### src/hdl/epc_pkg.sv
// Shared types, constants and the month table of the epoch/date converter.
// Used by epc_d2e, epc_e2d and epoch_date_converter.
`timescale 1ns / 1ps
`default_nettype none

package epc_pkg;

    // Datapath register stages; the output register in the top level adds one more.
    localparam int DP_STAGES  = 6;
    localparam int NUM_STAGES = DP_STAGES + 1;

    typedef logic [DP_STAGES-1:0] dp_en_t;

    // Action codes
    localparam logic ACT_TO_EPOCH = 1'b0;
    localparam logic ACT_TO_DATE  = 1'b1;

    localparam logic [3:0] MONTH_FEB = 4'd2;
    localparam logic [3:0] MONTH_OCT_IDX = 4'd10;

    // Day counts since 1970-01-01 of March 1st, 1999 and 2000
    localparam logic [16:0] DAYS_1999_MAR = 17'd10651;
    localparam logic [16:0] DAYS_2000_MAR = 17'd11017;

    localparam logic [31:0] SECS_PER_DAY = 32'd86400;

    // Era bounds, with the day count shifted to 0000-03-01
    localparam logic [19:0] DAY_SHIFT     = 20'd719468;
    localparam logic [19:0] ERA5_START    = 20'd730485;
    localparam logic [19:0] ERA4_START    = 20'd584388;
    localparam logic [7:0]  ERA4_YEAR_ADJ = 8'd112;

    // Reciprocals for exact constant division over the value ranges in use.
    // epoch / 86400 = (epoch >> 7) / 675
    localparam int          DAY_RSH    = 35;
    localparam logic [25:0] DAY_RECIP  = 26'(((64'd1 << DAY_RSH) + 64'd674) / 64'd675);
    localparam int          Q1460_RSH  = 29;
    localparam logic [18:0] RECIP_1460 = 19'(((64'd1 << Q1460_RSH) + 64'd1459) / 64'd1460);
    localparam int          Q365_RSH   = 27;
    localparam logic [18:0] RECIP_365  = 19'(((64'd1 << Q365_RSH) + 64'd364) / 64'd365);
    localparam int          Q153_RSH   = 19;
    localparam logic [11:0] RECIP_153  = 12'(((64'd1 << Q153_RSH) + 64'd152) / 64'd153);

    // Days from March 1st to the start of a March-based month: (153 * m + 2) / 5
    function automatic logic [8:0] month_days_before(input logic [3:0] mp);
        logic [8:0] days;
        case (mp)
            4'd0:    days = 9'd0;
            4'd1:    days = 9'd31;
            4'd2:    days = 9'd61;
            4'd3:    days = 9'd92;
            4'd4:    days = 9'd122;
            4'd5:    days = 9'd153;
            4'd6:    days = 9'd184;
            4'd7:    days = 9'd214;
            4'd8:    days = 9'd245;
            4'd9:    days = 9'd275;
            4'd10:   days = 9'd306;
            4'd11:   days = 9'd337;
            4'd12:   days = 9'd367;
            default: days = 9'd0;
        endcase
        return days;
    endfunction

endpackage

`default_nettype wire

### src/hdl/epc_d2e.sv
// Date and time to epoch seconds datapath: three working stages, three delay stages.
// Depends on epc_pkg for the month table and calendar constants.
`timescale 1ns / 1ps
`default_nettype none

module epc_d2e (
    input  wire                  clk,
    input  wire epc_pkg::dp_en_t stage_en,
    input  wire [7:0]            year_offset,
    input  wire [3:0]            month,
    input  wire [4:0]            day,
    input  wire [4:0]            hour,
    input  wire [5:0]            minute,
    input  wire [5:0]            second,
    output logic [31:0]          epoch_sec
);
    import epc_pkg::*;

    logic        mle2;
    logic [3:0]  mshift;
    logic [7:0]  yprev;
    logic [1:0]  ycent;
    logic [16:0] ydays;
    logic [16:0] tod;
    logic [9:0]  dsum;
    logic        wrap;

    logic [16:0] ydays_s1_reg;
    logic        wrap_s1_reg;
    logic [9:0]  dsum_s1_reg;
    logic [16:0] tod_s1_reg;

    logic [16:0] days;
    logic [16:0] days_s2_reg;
    logic [16:0] tod_s2_reg;

    logic [31:0] secs;
    logic [31:0] secs_pipe_reg [2:DP_STAGES-1];

    // Stage 1: March-based year and month, day of year, time of day
    always_comb
    begin
        mle2   = (month <= MONTH_FEB);
        mshift = mle2 ? (month + 4'd9) : (month - 4'd3);
        yprev  = year_offset - {7'd0, mle2};
        ycent  = (yprev >= 8'd200) ? 2'd2 : ((yprev >= 8'd100) ? 2'd1 : 2'd0);
        ydays  = 17'(yprev) * 17'd365 + 17'(yprev[7:2]) - 17'(ycent);
        tod    = 17'(hour) * 17'd3600 + 17'(minute) * 17'd60 + 17'(second);
        dsum   = 10'(month_days_before(mshift)) + 10'(day);
        // January and February of 2000 fall in the March-based year 1999
        wrap   = (year_offset == 8'd0) && mle2;
    end

    always_ff @(posedge clk)
    begin
        if (stage_en[0])
        begin
            ydays_s1_reg <= ydays;
            wrap_s1_reg  <= wrap;
            dsum_s1_reg  <= dsum;
            tod_s1_reg   <= tod;
        end
    end

    // Stage 2: days since 1970-01-01
    always_comb
    begin
        days = (wrap_s1_reg ? DAYS_1999_MAR : (DAYS_2000_MAR + ydays_s1_reg))
             + 17'(dsum_s1_reg) - 17'd1;
    end

    always_ff @(posedge clk)
    begin
        if (stage_en[1])
        begin
            days_s2_reg <= days;
            tod_s2_reg  <= tod_s1_reg;
        end
    end

    // Stage 3: seconds, modulo 2^32
    assign secs = 32'(days_s2_reg) * SECS_PER_DAY + 32'(tod_s2_reg);

    always_ff @(posedge clk)
    begin
        if (stage_en[2])
        begin
            secs_pipe_reg[2] <= secs;
        end
        for (int k = 3; k < DP_STAGES; k++)
        begin
            if (stage_en[k])
            begin
                secs_pipe_reg[k] <= secs_pipe_reg[k-1];
            end
        end
    end

    assign epoch_sec = secs_pipe_reg[DP_STAGES-1];

endmodule

`default_nettype wire

### src/hdl/epc_e2d.sv
// Epoch seconds to calendar date datapath: six register stages and the final
// day/month/year step. Depends on epc_pkg for reciprocals and the month table.
`timescale 1ns / 1ps
`default_nettype none

module epc_e2d (
    input  wire                  clk,
    input  wire epc_pkg::dp_en_t stage_en,
    input  wire [31:0]           epoch_in,
    output logic [7:0]           year_off,
    output logic [3:0]           mon,
    output logic [4:0]           mday
);
    import epc_pkg::*;

    logic [50:0] day_prod;
    logic [15:0] z_s1_reg;

    logic [19:0] zz;
    logic        era5;
    logic [17:0] doe;
    logic [17:0] doe_s2_reg;
    logic        era5_s2_reg;

    logic [36:0] q1460_prod;
    logic [6:0]  q1460;
    logic [2:0]  q36524;
    logic        q146096;
    logic [17:0] tval;
    logic [17:0] t_s3_reg;
    logic [17:0] doe_s3_reg;
    logic        era5_s3_reg;

    logic [36:0] q365_prod;
    logic [8:0]  yoe_s4_reg;
    logic [17:0] doe_s4_reg;
    logic        era5_s4_reg;

    logic [1:0]  ycent;
    logic [17:0] ydays;
    logic [8:0]  doy;
    logic [8:0]  doy_s5_reg;
    logic [8:0]  yoe_s5_reg;
    logic        era5_s5_reg;

    logic [10:0] mp_num;
    logic [22:0] mp_prod;
    logic [3:0]  mp_s6_reg;
    logic [8:0]  doy_s6_reg;
    logic [8:0]  yoe_s6_reg;
    logic        era5_s6_reg;

    logic [8:0]  dd;

    // Stage 1: day count = epoch / 86400
    assign day_prod = 51'(epoch_in[31:7]) * 51'(DAY_RECIP);

    always_ff @(posedge clk)
    begin
        if (stage_en[0])
        begin
            z_s1_reg <= day_prod[DAY_RSH +: 16];
        end
    end

    // Stage 2: era and day of era
    always_comb
    begin
        zz   = 20'(z_s1_reg) + DAY_SHIFT;
        era5 = (zz >= ERA5_START);
        doe  = 18'(zz - (era5 ? ERA5_START : ERA4_START));
    end

    always_ff @(posedge clk)
    begin
        if (stage_en[1])
        begin
            doe_s2_reg  <= doe;
            era5_s2_reg <= era5;
        end
    end

    // Stage 3: remove leap days from the day of era
    always_comb
    begin
        q1460_prod = 37'(doe_s2_reg) * 37'(RECIP_1460);
        q1460      = q1460_prod[Q1460_RSH +: 7];
        q36524     = 3'(doe_s2_reg >= 18'd36524) + 3'(doe_s2_reg >= 18'd73048)
                   + 3'(doe_s2_reg >= 18'd109572) + 3'(doe_s2_reg >= 18'd146096);
        q146096    = (doe_s2_reg == 18'd146096);
        tval       = doe_s2_reg - 18'(q1460) + 18'(q36524) - 18'(q146096);
    end

    always_ff @(posedge clk)
    begin
        if (stage_en[2])
        begin
            t_s3_reg    <= tval;
            doe_s3_reg  <= doe_s2_reg;
            era5_s3_reg <= era5_s2_reg;
        end
    end

    // Stage 4: year of era
    assign q365_prod = 37'(t_s3_reg) * 37'(RECIP_365);

    always_ff @(posedge clk)
    begin
        if (stage_en[3])
        begin
            yoe_s4_reg  <= q365_prod[Q365_RSH +: 9];
            doe_s4_reg  <= doe_s3_reg;
            era5_s4_reg <= era5_s3_reg;
        end
    end

    // Stage 5: day of March-based year
    always_comb
    begin
        ycent = (yoe_s4_reg >= 9'd300) ? 2'd3 :
                (yoe_s4_reg >= 9'd200) ? 2'd2 :
                (yoe_s4_reg >= 9'd100) ? 2'd1 : 2'd0;
        ydays = 18'(yoe_s4_reg) * 18'd365 + 18'(yoe_s4_reg[8:2]) - 18'(ycent);
        doy   = 9'(doe_s4_reg - ydays);
    end

    always_ff @(posedge clk)
    begin
        if (stage_en[4])
        begin
            doy_s5_reg  <= doy;
            yoe_s5_reg  <= yoe_s4_reg;
            era5_s5_reg <= era5_s4_reg;
        end
    end

    // Stage 6: March-based month = (5 * doy + 2) / 153
    always_comb
    begin
        mp_num  = 11'(doy_s5_reg) * 11'd5 + 11'd2;
        mp_prod = 23'(mp_num) * 23'(RECIP_153);
    end

    always_ff @(posedge clk)
    begin
        if (stage_en[5])
        begin
            mp_s6_reg   <= mp_prod[Q153_RSH +: 4];
            doy_s6_reg  <= doy_s5_reg;
            yoe_s6_reg  <= yoe_s5_reg;
            era5_s6_reg <= era5_s5_reg;
        end
    end

    // Final step, registered by the top level
    always_comb
    begin
        dd       = doy_s6_reg - month_days_before(mp_s6_reg) + 9'd1;
        mday     = dd[4:0];
        mon      = (mp_s6_reg < MONTH_OCT_IDX) ? (mp_s6_reg + 4'd3) : (mp_s6_reg - 4'd9);
        // Era 4 years sit 400 below era 5, i.e. +112 modulo 256
        year_off = yoe_s6_reg[7:0] + (era5_s6_reg ? 8'd0 : ERA4_YEAR_ADJ)
                 + {7'd0, (mon <= MONTH_FEB)};
    end

endmodule

`default_nettype wire

### src/hdl/epoch_date_converter.sv
// An input transfer reaches out_valid through the datapath stages and the output register.
// Throughput: one transfer per cycle while out_stall is low; stall ripples back through the seven stage
// valid bits, so a bubble in any stage is filled while the output is held.
// Reset: rst_n clears all stage valid bits asynchronously; payload is not reset.
// Top level of the epoch/date converter; uses epc_pkg, epc_d2e and epc_e2d.
`timescale 1ns / 1ps
`default_nettype none

module epoch_date_converter (
    input  wire         clk,
    input  wire         rst_n,
    input  wire         in_valid,
    output logic        in_stall,
    input  wire         action,
    input  wire [7:0]   year_offset,
    input  wire [3:0]   month,
    input  wire [4:0]   day,
    input  wire [4:0]   hour,
    input  wire [5:0]   minute,
    input  wire [5:0]   second,
    input  wire [31:0]  epoch_in,
    output logic        out_valid,
    input  wire         out_stall,
    output logic [31:0] epoch_out,
    output logic [7:0]  out_year_offset,
    output logic [3:0]  out_month,
    output logic [4:0]  out_day
);
    import epc_pkg::*;

    logic [NUM_STAGES-1:0] valid_reg;
    logic [NUM_STAGES-1:0] act_reg;
    logic [NUM_STAGES-1:0] stage_en;

    logic [31:0] d2e_secs;
    logic [7:0]  e2d_year;
    logic [3:0]  e2d_month;
    logic [4:0]  e2d_day;

    logic [31:0] epoch_out_reg;
    logic [7:0]  year_out_reg;
    logic [3:0]  month_out_reg;
    logic [4:0]  day_out_reg;

    // A stage loads when it is empty or when the stage after it loads
    always_comb
    begin
        stage_en[NUM_STAGES-1] = !valid_reg[NUM_STAGES-1] || !out_stall;
        for (int k = NUM_STAGES - 2; k >= 0; k--)
        begin
            stage_en[k] = !valid_reg[k] || stage_en[k+1];
        end
    end

    assign in_stall = !stage_en[0];

    always_ff @(posedge clk or negedge rst_n)
    begin
        if (!rst_n)
        begin
            valid_reg <= '0;
        end
        else
        begin
            if (stage_en[0])
            begin
                valid_reg[0] <= in_valid;
            end
            for (int k = 1; k < NUM_STAGES; k++)
            begin
                if (stage_en[k])
                begin
                    valid_reg[k] <= valid_reg[k-1];
                end
            end
        end
    end

    always_ff @(posedge clk)
    begin
        if (stage_en[0])
        begin
            act_reg[0] <= action;
        end
        for (int k = 1; k < NUM_STAGES; k++)
        begin
            if (stage_en[k])
            begin
                act_reg[k] <= act_reg[k-1];
            end
        end
    end

    epc_d2e u_d2e (
        .clk         (clk),
        .stage_en    (stage_en[DP_STAGES-1:0]),
        .year_offset (year_offset),
        .month       (month),
        .day         (day),
        .hour        (hour),
        .minute      (minute),
        .second      (second),
        .epoch_sec   (d2e_secs)
    );

    epc_e2d u_e2d (
        .clk      (clk),
        .stage_en (stage_en[DP_STAGES-1:0]),
        .epoch_in (epoch_in),
        .year_off (e2d_year),
        .mon      (e2d_month),
        .mday     (e2d_day)
    );

    // Output register: select by action, zero the fields the action does not produce
    always_ff @(posedge clk)
    begin
        if (stage_en[NUM_STAGES-1])
        begin
            if (act_reg[NUM_STAGES-2] == ACT_TO_DATE)
            begin
                epoch_out_reg <= 32'd0;
                year_out_reg  <= e2d_year;
                month_out_reg <= e2d_month;
                day_out_reg   <= e2d_day;
            end
            else
            begin
                epoch_out_reg <= d2e_secs;
                year_out_reg  <= 8'd0;
                month_out_reg <= 4'd0;
                day_out_reg   <= 5'd0;
            end
        end
    end

    assign out_valid       = valid_reg[NUM_STAGES-1];
    assign epoch_out       = epoch_out_reg;
    assign out_year_offset = year_out_reg;
    assign out_month       = month_out_reg;
    assign out_day         = day_out_reg;

    // Input is held off only when every stage holds an item
    assert property (@(posedge clk) disable iff (!rst_n)
        in_stall |-> (&valid_reg))
        else $error("input stalled with an empty stage");

    assert property (@(posedge clk) disable iff (!rst_n)
        (out_valid && (act_reg[NUM_STAGES-1] == ACT_TO_DATE)) |-> (epoch_out == 32'd0))
        else $error("epoch field not cleared on a date result");

    assert property (@(posedge clk) disable iff (!rst_n)
        (out_valid && (act_reg[NUM_STAGES-1] == ACT_TO_EPOCH))
        |-> (out_year_offset == 8'd0 && out_month == 4'd0 && out_day == 5'd0))
        else $error("date fields not cleared on an epoch result");

    assert property (@(posedge clk) disable iff (!rst_n)
        (out_valid && (act_reg[NUM_STAGES-1] == ACT_TO_DATE))
        |-> (out_month >= 4'd1 && out_month <= 4'd12 && out_day >= 5'd1))
        else $error("date result out of calendar range");

    assert property (@(posedge clk) disable iff (!rst_n)
        (out_valid && out_stall) |=> out_valid)
        else $error("stalled result dropped");

endmodule

`default_nettype wire
### config.mk
export PLATFORM = sky130hd
export DESIGN_NAME = epoch_date_converter
export DESIGN_NICKNAME = d
export VERILOG_FILES = /design/src/hdl/epc_pkg.sv /design/src/hdl/epc_d2e.sv /design/src/hdl/epc_e2d.sv /design/src/hdl/epoch_date_converter.sv
export SDC_FILE = /design/constraint.sdc
export NUM_CORES = 2
export LEC_CHECK = 0
export BUFFER_PORTS_ARGS = -buffer_cell sky130_fd_sc_hd__clkbuf_2
export CORE_MARGIN = 2
export CORE_UTILIZATION = 35
export CTS_BUF_LIST = sky130_fd_sc_hd__clkbuf_8 sky130_fd_sc_hd__clkbuf_16
export CTS_CLUSTER_DIAMETER = 150
export DETAILED_ROUTE_END_ITERATION = 10
export SLEW_MARGIN = 0
export SYNTH_ARGS = -nofsm -noshare
export SYNTH_HDL_FRONTEND = slang
export SYNTH_SLANG_ARGS = --single-unit
### constraint.sdc
create_clock -name clk -period 7.6 [get_ports clk]
set_input_delay 1.52 -clock clk [delete_from_list [all_inputs] [get_ports clk]]
set_output_delay 1.52 -clock clk [all_outputs]
set_load 0.1 [all_outputs]
==> impl_metrics.env <==
export IMPL_outcome="finished, violations left"
export IMPL_violations="setup timing"
export IMPL_die_area_mm2=0.1369
export IMPL_required_ns=7.94
export IMPL_crit_arrival_ns=8.40
export IMPL_netlist_area_mm2=0.04687
export IMPL_post_route_period_util=1.060
export IMPL_r2r_start="u_e2d.doe_s2_reg[2]"
export IMPL_clock_skew_ns=0.04368
export IMPL_finalSetupViolCount=8
export IMPL_grt_use_total=0.1446
export IMPL_drv_slew=0
export IMPL_grt_util_met2=0.2530
export IMPL_path_common_cell="fa_1"
export IMPL_drt_initial_drc_count=1028
export IMPL_antenna_found_initial=5
export IMPL_cts_root_buf="clkbuf_16"
export IMPL_syn_nets=5810
export IMPL_crit_path_max_fanout=4
export IMPL_max_stage_delay_ns=0.55
export IMPL_startpoint_type="flop"
export IMPL_rr_endpoint="u_e2d.t_s3_reg[14]"
export IMPL_drt_total_wl_um=96170
export IMPL_grt_max_degree=58
export IMPL_cts_max_path_buffers=3
export IMPL_rsz0062_at_grt="true"
export IMPL_yosys_warnings=0
export IMPL_cp_endpoint="u_e2d.t_s3_reg[14]"
export IMPL_via_count=28980
export IMPL_cp_slowest_cell="fa_2"
export IMPL_synth_area_top_cells="ha_1 (28%), edfxtp_1 (24%), fa_1 (23%), inv_1 (8.0%), xnor2_1 (3.5%)"
export IMPL_cts_htree_levels=2
export IMPL_synth_main_ff_cell="edfxtp_1"
export IMPL_use_met1=0.1865
export IMPL_finalHoldViolations=0
export IMPL_synth_top_cell_area_share=0.2760
export IMPL_die_h_um=370.0
export IMPL_relSlewSlack=0.4141
export IMPL_ant_nets=0
export IMPL_tightest_slew_ns=0.8758
export IMPL_hold_class="reg -> reg"
export IMPL_ys_ff_latch=392
export IMPL_busiest_layer="met2"
export IMPL_startpoint="u_e2d.doe_s2_reg[2]"
export IMPL_routabilityCongestion=0.8804
export IMPL_rrSetupSlack_ns=-0.46
export IMPL_largest_reg_flops=128
export IMPL_wl_per_cell_um=15.04
export IMPL_crit_type="reg -> reg"
export IMPL_cts_tree="yes"
export IMPL_ys_types=86
export IMPL_synthCells=4172
export IMPL_numPortBuffers=114
export IMPL_use_met3=0.01525
export IMPL_dp_hpwl_um=82550
export IMPL_setup_ws_ns=-0.4556
export IMPL_layout_drive_gt1_share=0.1301
export IMPL_die_w_um=370.0
export IMPL_antenna_cells=0
export IMPL_cts_made_buffers=46
export IMPL_ioPinCount=122
export IMPL_clk_pin_slew_ns=0.06
export IMPL_cts_sinks=392
export IMPL_area_growth_pct=14.89
export IMPL_maxCapViolCount=0
export IMPL_max_freq_mhz=124.1
export IMPL_drc=0
export IMPL_async_reset_ff_frac=0.01786
export IMPL_avgSynthCellArea_um2=11.24
export IMPL_dr_pass1_iters=5
export IMPL_fp_row_count=134
export IMPL_grt_pass1_wl_um=158000
export IMPL_tns_ns=-2.872
export IMPL_core_area_mm2=0.1331
export IMPL_insertion_delay_ns=0.62
export IMPL_reg2regPathDepth=35
export IMPL_seq_area_frac_synth=0.2493
export IMPL_yosysTopAreaCell="ha_1"
export IMPL_nets=6227
export IMPL_start_util=0.3521
export IMPL_first_global_vias=30760
export IMPL_crit_path_end_kind="flop"
export IMPL_synth_edf_count=380
export IMPL_overflow=0
export IMPL_viasPerCell=4.532
export IMPL_min_period_ns=8.056
[worst min path at each step]
| stage | startpoint | endpoint | slack, ns | cells after the start |
|---|---|---|---|---|
| global placement | act_reg[4] | act_reg[5] | 0.40 | 0 |
| floorplan | act_reg[0] | act_reg[1] | 0.40 | 0 |
| detailed placement | u_d2e.secs_pipe_reg[2][18] | u_d2e.secs_pipe_reg[3][18] | 0.40 | 0 |
| CTS | u_d2e.secs_pipe_reg[2][25] | u_d2e.secs_pipe_reg[3][25] | 0.35 | 0 |
| finish | u_d2e.secs_pipe_reg[2][25] | u_d2e.secs_pipe_reg[3][25] | 0.38 | 0 |
| global route | u_d2e.secs_pipe_reg[2][25] | u_d2e.secs_pipe_reg[3][25] | 0.38 | 0 |
[repair_timing]
action / in CTS / in global routing
hold buffers: 0 / 0
buffers inserted: 22 / 8
pin swaps: 54 / 27
cloned: 0 / 0
endpoints found under the setup margin: 16 / 25
resized for setup: 59 / 49
[worst max-delay path: cells and delay by family, from the launching register on]
kind | cells | cell delay (ns)
AND/OR/NAND/NOR | 6 | 0.42
buffers and inverters | 6 | 0.48
AO/OA/AOI/OAI | 11 | 1.84
adder cells (fa/ha/maj) | 10 | 4.29
XOR/XNOR | 2 | 0.29
flip-flops | 1 | 0.47
[cells in the final DEF (no fill, tap or decap), types with 14 or more instances in the layout]
| cell | netlist | routed |
|---|---|---|
| nor3_1 | 42 | 41 |
| clkbuf_2 | 0 | 114 |
| ha_1 | 1034 | 1000 |
| nand4_1 | 19 | 19 |
| a21oi_1 | 141 | 128 |
| nand3_1 | 32 | 29 |
| a21o_1 | 55 | 55 |
| and2_1 | 23 | 23 |
| clkbuf_16 | 0 | 47 |
| o21ai_0 | 74 | 67 |
| o21a_1 | 21 | 21 |
| xor2_1 | 60 | 59 |
| nand2b_1 | 29 | 29 |
| buf_4 | 0 | 257 |
| edfxtp_1 | 380 | 380 |
| inv_1 | 1001 | 987 |
| fa_1 | 533 | 524 |
| and3_1 | 22 | 21 |
| nor2_1 | 107 | 104 |
| a31oi_1 | 15 | 14 |
| nor2b_1 | 61 | 60 |
| nand2_1 | 98 | 94 |
| ha_4 | 0 | 23 |
| o21bai_1 | 33 | 33 |
| inv_2 | 0 | 20 |
| xnor2_1 | 185 | 180 |
[layer usage]
metal  vias up  share of wire
met4         2          0.033
met3       108          0.025
met5         -        0.00014
met2       285           0.49
li1      14540              -
met1     14040           0.46
[layout make-up]
cell class	count	area, um^2
Timing Repair Buffer	382	2633
Sequential cell	392	11690
Tap cell	1768	2212
Inverter	1002	3761
Clock inverter	36	341.6
Clock buffer	49	1204
Multi-Input combinational cell	2765	32020
Fill cell	12810	79270
[logic make-up (layout without fill, tap and decap cells)]
logic type | Yosys count | in the layout | synth area share
AOI/OAI and AO/OA | 443 | 443 | 0.06108
DFF | 392 | 392 | 0.2493
xor gates and xnor gates | 248 | 248 | 0.04682
buffers and inverters | 1015 | 1469 | 0.08131
and+or+nand+nor | 499 | 499 | 0.05611
adders and majority gates | 1567 | 1567 | 0.5037
other | 1 | 1 | 0.00008000
muxes | 7 | 7 | 0.001628
[Yosys cell counts, types with 7 or more instances]
library cell  number
nand4_1           19
a21boi_0           7
clkbuf_1          11
a21oi_1          141
o211ai_1          13
and3_1            22
inv_1           1001
nand2b_1          29
or3_1             13
a31oi_1           15
edfxtp_1         380
or2_2              9
dfrtp_1            7
o21a_1            21
nand3_1           32
ha_1            1034
o21ai_0           74
o21bai_1          33
o2111ai_1          7
nand2_1           98
or4_1              7
a21o_1            55
nor3_1            42
nor2b_1           61
and2_1            23
a31o_2             7
a311oi_1           7
fa_1             533
nor4_1             7
xor2_1            60
xnor2_1          185
a211oi_1          10
nor2_1           107
[metrics by stage]
stage,setup WS [ns],util,instance area (um^2),hold WS (ns),cells
2_1_floorplan,-0.2279,-,46950,0.4003,4172
3_3_place_gp,-0.6756,0.3870,51510,0.4030,6280
3_5_place_dp,-0.7473,0.3870,51510,0.4045,6280
4_1_cts,-0.5461,0.4022,53540,0.3541,6386
5_1_grt,-0.7975,0.4045,53850,0.3849,6394
6_report,-0.4556,0.4045,53850,0.3762,6394
Power is not shown: default switching activity piles up to over one toggle a cycle in this logic, so the estimate is an artifact.
